<file path="src/sv/gcd_pkg.sv">
`timescale 1ns / 1ps

package gcd_pkg;

    // Width of the operand and result ports.
    localparam int OPERAND_W = 32;

    // Commands from the controller to the datapath.
    typedef struct packed {
        logic load;    // capture a new operand pair
        logic step;    // perform one binary reduction step
        logic finish;  // register the divisor into the result register
    } gcd_cmd_t;

    // Status from the datapath to the controller.
    typedef struct packed {
        logic reduced; // one of the working values has reached zero
    } gcd_status_t;

endpackage

</file>
<file path="src/sv/euclid_gcd.sv">
`timescale 1ns / 1ps

// Greatest common divisor of two unsigned operands.
// Input channel: drive operand_a and operand_b and raise start; the
// transaction is taken at the rising edge where start is high and busy is low.
// Operands are reduced modulo 2^WIDTH before use.
// Output channel: done pulses for exactly one cycle with the divisor on
// divisor_out; the receiver cannot stall, so the result must be taken then.
// divisor_out holds its value until the next result is written.
// A zero operand yields the other operand; two zeros yield zero.
// The binary reduction loop runs one shift or subtract-and-shift step per
// cycle until a working value is zero; then the result register is written
// and done is raised together with the new value on divisor_out.
// busy is high only while the loop runs; a new transaction may be started
// in the cycle where done is high, so items follow at the loop's pace.
// Reset (rst_n, asynchronous, active low) returns the controller to idle;
// no result is pending after reset.
module euclid_gcd #(
    parameter int WIDTH = 32
) (
    input  logic                          clk,
    input  logic                          rst_n,
    input  logic                          start,
    output logic                          busy,
    input  logic [gcd_pkg::OPERAND_W-1:0] operand_a,
    input  logic [gcd_pkg::OPERAND_W-1:0] operand_b,
    output logic                          done,
    output logic [gcd_pkg::OPERAND_W-1:0] divisor_out
);
    import gcd_pkg::*;

    gcd_cmd_t    cmd;
    gcd_status_t status;

    // Sequencer for load, reduction steps and result capture.
    gcd_controller u_ctrl (
        .clk    (clk),
        .rst_n  (rst_n),
        .start  (start),
        .status (status),
        .cmd    (cmd),
        .busy   (busy),
        .done   (done)
    );

    // Working registers, reduction step and result register.
    gcd_datapath #(
        .WIDTH (WIDTH)
    ) u_dp (
        .clk         (clk),
        .cmd         (cmd),
        .operand_a   (operand_a),
        .operand_b   (operand_b),
        .status      (status),
        .divisor_out (divisor_out)
    );

endmodule

</file>
<file path="src/sv/gcd_datapath.sv">
`timescale 1ns / 1ps

module gcd_datapath #(
    parameter int WIDTH = 32
) (
    input  logic                                clk,
    input  gcd_pkg::gcd_cmd_t                   cmd,
    input  logic [gcd_pkg::OPERAND_W-1:0]       operand_a,
    input  logic [gcd_pkg::OPERAND_W-1:0]       operand_b,
    output gcd_pkg::gcd_status_t                status,
    output logic [gcd_pkg::OPERAND_W-1:0]       divisor_out
);
    import gcd_pkg::*;

    localparam int KW = $clog2(WIDTH);

    logic [WIDTH-1:0] a_in;
    logic [WIDTH-1:0] b_in;
    logic [WIDTH-1:0] a_reg;
    logic [WIDTH-1:0] a_next;
    logic [WIDTH-1:0] b_reg;
    logic [WIDTH-1:0] b_next;
    logic [KW-1:0]    k_reg;
    logic [KW-1:0]    k_next;
    logic [WIDTH-1:0] result_reg;
    logic [WIDTH-1:0] result_next;
    logic [WIDTH-1:0] diff_ab;
    logic [WIDTH-1:0] diff_ba;
    logic             a_ge_b;

    // Bring the port operands to the datapath width.
    generate
        if (WIDTH <= OPERAND_W) begin : g_narrow
            assign a_in        = operand_a[WIDTH-1:0];
            assign b_in        = operand_b[WIDTH-1:0];
            assign divisor_out = {{(OPERAND_W-WIDTH){1'b0}}, result_reg};
        end else begin : g_wide
            assign a_in        = {{(WIDTH-OPERAND_W){1'b0}}, operand_a};
            assign b_in        = {{(WIDTH-OPERAND_W){1'b0}}, operand_b};
            assign divisor_out = result_reg[OPERAND_W-1:0];
        end
    endgenerate

    // Subtractors and compare for the odd/odd step.
    assign diff_ab = a_reg - b_reg;
    assign diff_ba = b_reg - a_reg;
    assign a_ge_b  = (a_reg >= b_reg);

    // The reduction is over once either working value is zero.
    assign status.reduced = (a_reg == '0) || (b_reg == '0);

    // One binary reduction step: strip common twos, strip lone twos,
    // or subtract the smaller odd value from the larger and halve.
    always_comb
    begin
        a_next      = a_reg;
        b_next      = b_reg;
        k_next      = k_reg;
        result_next = result_reg;
        if (cmd.load)
        begin
            a_next = a_in;
            b_next = b_in;
            k_next = '0;
        end
        else if (cmd.step)
        begin
            if (!a_reg[0] && !b_reg[0])
            begin
                a_next = a_reg >> 1;
                b_next = b_reg >> 1;
                k_next = k_reg + 1'b1;
            end
            else if (!a_reg[0])
            begin
                a_next = a_reg >> 1;
            end
            else if (!b_reg[0])
            begin
                b_next = b_reg >> 1;
            end
            else if (a_ge_b)
            begin
                a_next = diff_ab >> 1;
            end
            else
            begin
                b_next = diff_ba >> 1;
            end
        end
        if (cmd.finish)
        begin
            // The nonzero value restored by the common power of two.
            result_next = (a_reg | b_reg) << k_reg;
        end
    end

    // Payload registers need no reset.
    always_ff @(posedge clk)
    begin
        a_reg      <= a_next;
        b_reg      <= b_next;
        k_reg      <= k_next;
        result_reg <= result_next;
    end

endmodule

</file>
<file path="src/sv/gcd_controller.sv">
`timescale 1ns / 1ps

module gcd_controller (
    input  logic                 clk,
    input  logic                 rst_n,
    input  logic                 start,
    input  gcd_pkg::gcd_status_t status,
    output gcd_pkg::gcd_cmd_t    cmd,
    output logic                 busy,
    output logic                 done
);
    import gcd_pkg::*;

    typedef enum logic [2:0] {
        S_IDLE = 3'b001,
        S_RUN  = 3'b010,
        S_DONE = 3'b100
    } state_t;

    state_t state_reg;
    state_t state_next;
    logic   accept;

    // A transaction is taken whenever the reduction loop is free.
    assign accept = start && !busy;
    assign busy   = (state_reg == S_RUN);
    assign done   = (state_reg == S_DONE);

    // Next state and datapath commands.
    always_comb
    begin
        state_next = state_reg;
        cmd.load   = 1'b0;
        cmd.step   = 1'b0;
        cmd.finish = 1'b0;
        case (state_reg)
            S_IDLE, S_DONE:
            begin
                if (accept)
                begin
                    cmd.load   = 1'b1;
                    state_next = S_RUN;
                end
                else
                begin
                    state_next = S_IDLE;
                end
            end
            S_RUN:
            begin
                if (status.reduced)
                begin
                    cmd.finish = 1'b1;
                    state_next = S_DONE;
                end
                else
                begin
                    cmd.step = 1'b1;
                end
            end
            default:
            begin
                state_next = S_IDLE;
            end
        endcase
    end

    // State register.
    always_ff @(posedge clk or negedge rst_n)
    begin
        if (!rst_n)
        begin
            state_reg <= S_IDLE;
        end
        else
        begin
            state_reg <= state_next;
        end
    end

endmodule

</file>
<file path="config.mk">
export PLATFORM = sky130hd
export DESIGN_NAME = euclid_gcd
export DESIGN_NICKNAME = d
export VERILOG_FILES = /design/src/sv/gcd_pkg.sv /design/src/sv/euclid_gcd.sv /design/src/sv/gcd_datapath.sv /design/src/sv/gcd_controller.sv
export SDC_FILE = /design/constraint.sdc
export NUM_CORES = 1
export LEC_CHECK = 0
export ABC_AREA = 1
export ABC_CLOCK_PERIOD_IN_PS = 4600
export BUFFER_PORTS_ARGS = -buffer_cell sky130_fd_sc_hd__buf_4
export CAP_MARGIN = 20
export CORE_ASPECT_RATIO = 0.8
export CORE_MARGIN = 10
export CORE_UTILIZATION = 45
export CTS_CLUSTER_SIZE = 30
export DETAILED_ROUTE_END_ITERATION = 8
export GPL_TIMING_DRIVEN = 0
export PLACE_DENSITY_LB_ADDON = 0.25
export SYNTH_ARGS = -nofsm -noshare
export SYNTH_HDL_FRONTEND = slang
export SYNTH_HIERARCHICAL = 1
export SYNTH_SLANG_ARGS = --single-unit
</file>
<file path="constraint.sdc">
create_clock -name clk -period 4.6 [get_ports clk]
set_clock_uncertainty 0.15 [all_clocks]
set_input_delay 0.23 -clock clk [delete_from_list [all_inputs] [get_ports clk]]
set_output_delay 0.23 -clock clk [all_outputs]
set_load 0.005 [all_outputs]
</file>
==> summary.txt <==
Sink Count -> 104
Synthesized Nets -> 1,936
Worst Hold Path Cells -> 3
Fillers -> 2,651
Yosys warns -> 6
Max Slew Vio Count -> 0
Fin cells -> 2,225
HPWL after detailed placement -> 39.8 mm
H-tree depth -> 3
Critical path launch point type -> flip-flop
Netlist cell types -> 44
Setup violators final -> 0
Initial Util -> 0.454
CP bufs+invs -> 3
Final period util -> 0.868
DRC -> 0
Routed Antenna Nets -> 0
Maxcap violations -> 0
Post-Synthesis Cells -> 1,770
CP max stage delay -> 630 ps
FMAX -> 251 MHz
Post-synthesis sequential area ratio -> 0.267
Slew HR -> 0.342
Number of global-route vias before repair -> 11.5k
Largest delay contributor family on the critical path -> simple AND/OR/NAND/NOR gates
Die height -> 163 µm
HP Class -> in2reg
CTS tree -> yes
Pin count of the biggest net entering global routing -> 32
Critical Path RT -> 4540 ps
CP max-delay cell -> a21oi_4
CTS Hold Bufs -> 11
Layout Nets -> 2,061
Final Hold Violating Endpoints -> 0
CP Depth -> 15
CTS root buf -> clkbuf_16
Main synth FF type -> edfxtp_1
Crit-path cells -> inv_1 -> ha_1 -> fa_1 -> inv_1 -> nand2_2 -> nand3_2 -> nand2_2 -> nand2_2 -> nand2_2 -> nand3_2 -> nand2_2 -> nand2_1 -> o21bai_1 -> a21oi_4 -> buf_16
CTS resizes -> 0
Cell count after placement -> 2,197
Post-layout util -> 0.519
Syn avg cell area -> 6.46 µm²
Ys async rst share -> 0.0288
Most common cell after layout, fill and taps aside -> nand2_1
Share of the synthesized area in the top cell type -> 0.252
Tmin final -> 3990 ps
Worst-path clk slew -> 100 ps
Worst-path fanout max -> 18
Initial drt markers -> 1,311
Core area -> 25,200 µm²
Pre-antenna DRT Iters -> 6
Via density -> 5.47
Worst Reg-to-Reg Cells -> 15
Slew @ Worst Pin -> 987 ps
Placement Cell Area -> 12,700 µm²
DIE AREA -> 32,200 µm²
Cell Area, Synth -> 11,400 µm²
Area occupied by multi-input gates -> 7130 µm²
Final Cell Area -> 13,100 µm²
Post-CTS Setup Inserts -> 0
Rows -> 52
Share of cells above drive strength 1 -> 0.124
Total Wirelength -> 47.7 mm
Area delta synth->final -> 14.3%
#FFs+latches synth -> 104
Gr ovfl total -> 0
Port bufs -> 100
Kind of critical path -> reg2reg
Leading area contributor after synthesis -> edfxtp_1
Status -> finished, final reports clean
Clk_lat worst skew -> 390 ps
Endpoint class of the critical path -> flip-flop
Reg area -> 3060 µm²
Deepest clock path buffer count -> 2
Initial antenna violation count -> 4
Vias -> 12.2k
EDFF count, synth -> 96
Ports -> 101
Routability cong. -> 1.03
Critical Path AT -> 3930 ps
First-pass GRT wire length -> 69.8 mm
Area contributors post-synth -> edfxtp_1, nand2_1, ha_1, inv_1, nor2_1
Avg WL per Cell -> 21.4 µm
RSZ-0062 raised after global routing -> false
Total CTS buffers -> 9
Most frequent CP cell -> nand2_2
Most frequent cells in the layout -> nand2_1, inv_1, nor2_1, a21oi_1, o21ai_0
Total Routing Usage GR -> 0.291
Die Wd -> 198 µm
-- per-stage QoR --
| stage | setup WS [ps] | TNS [ps] | hold WS (ps) |
|---|---|---|---|
| floorplan | 549 | 0 | -216 |
| global placement | -1250 | -70020 | -129 |
| detailed placement | 766 | 0 | -126 |
| CTS | 688 | 0 | 0.526 |
| global route | 489 | 0 | 10.7 |
| finish | 609 | 0 | 7.68 |
-- area by class of cell --
cell class	count	area share
Timing Repair Buffer	114	0.0694
Inverter	270	0.0779
Clock buffer	9	0.0172
Multi-Input combinational cell	1344	0.545
Buffer	52	0.0188
Antenna cell	1	0.000191
Clock inverter	7	0.00622
Sequential cell	104	0.234
Tap cell	324	0.0310
-- synthesized netlist by cell type (15+ instances only) --
library cell / n
a21oi_1: 119
a21oi_2: 32
clkbuf_1: 36
edfxtp_1: 96
ha_1: 97
inv_1: 256
nand2_1: 523
nand2_2: 33
nand3_1: 75
nand4_1: 27
nor2_1: 201
o21ai_0: 118
o21bai_1: 15
xor2_1: 30
-- final timing paths --
kind / from / endpoint / slack (ps)
setup / recovery: u_dp/a_reg[0] / u_dp/a_reg[31] / 610
setup reg to reg: u_dp/a_reg[0] / u_dp/a_reg[31] / 610
hold / removal: operand_b[8] / u_dp/b_reg[8] / 8
max in group asynchronous: rst_n / u_ctrl/state_reg[0] / 4090
min in group asynchronous: rst_n / u_ctrl/state_reg[1] / 20
hold reg to reg: u_ctrl/state_reg[2] / u_ctrl/state_reg[2] / 400
-- logic make-up after synthesis --
family,count (synthesis),synth area share
AO/OA/AOI/OAI,300,0.150
XOR/XNOR,30,0.0230
adder cells (fa/ha/maj),99,0.110
buffers and inverters,322,0.111
flip-flops,104,0.267
multiplexers,9,0.00787
AND/OR/NAND/NOR,906,0.331
-- tightest hold or removal path: stages --
cell and delay [ps]:
buf_4 80, nor2_1 40, a21oi_2 90
-- layer usage --
metal	up-vias	track usage	wire length (µm)
met3	63	0.0810	5040
met5	-	0	0
li1	5904	-	-
met4	0	0.0980	1430
met1	5655	0.405	21800
met2	552	0.423	19500
Power is left out: the tool's default activity adds up to more than one toggle a clock period on the data nets, which glitch-free logic cannot reach.
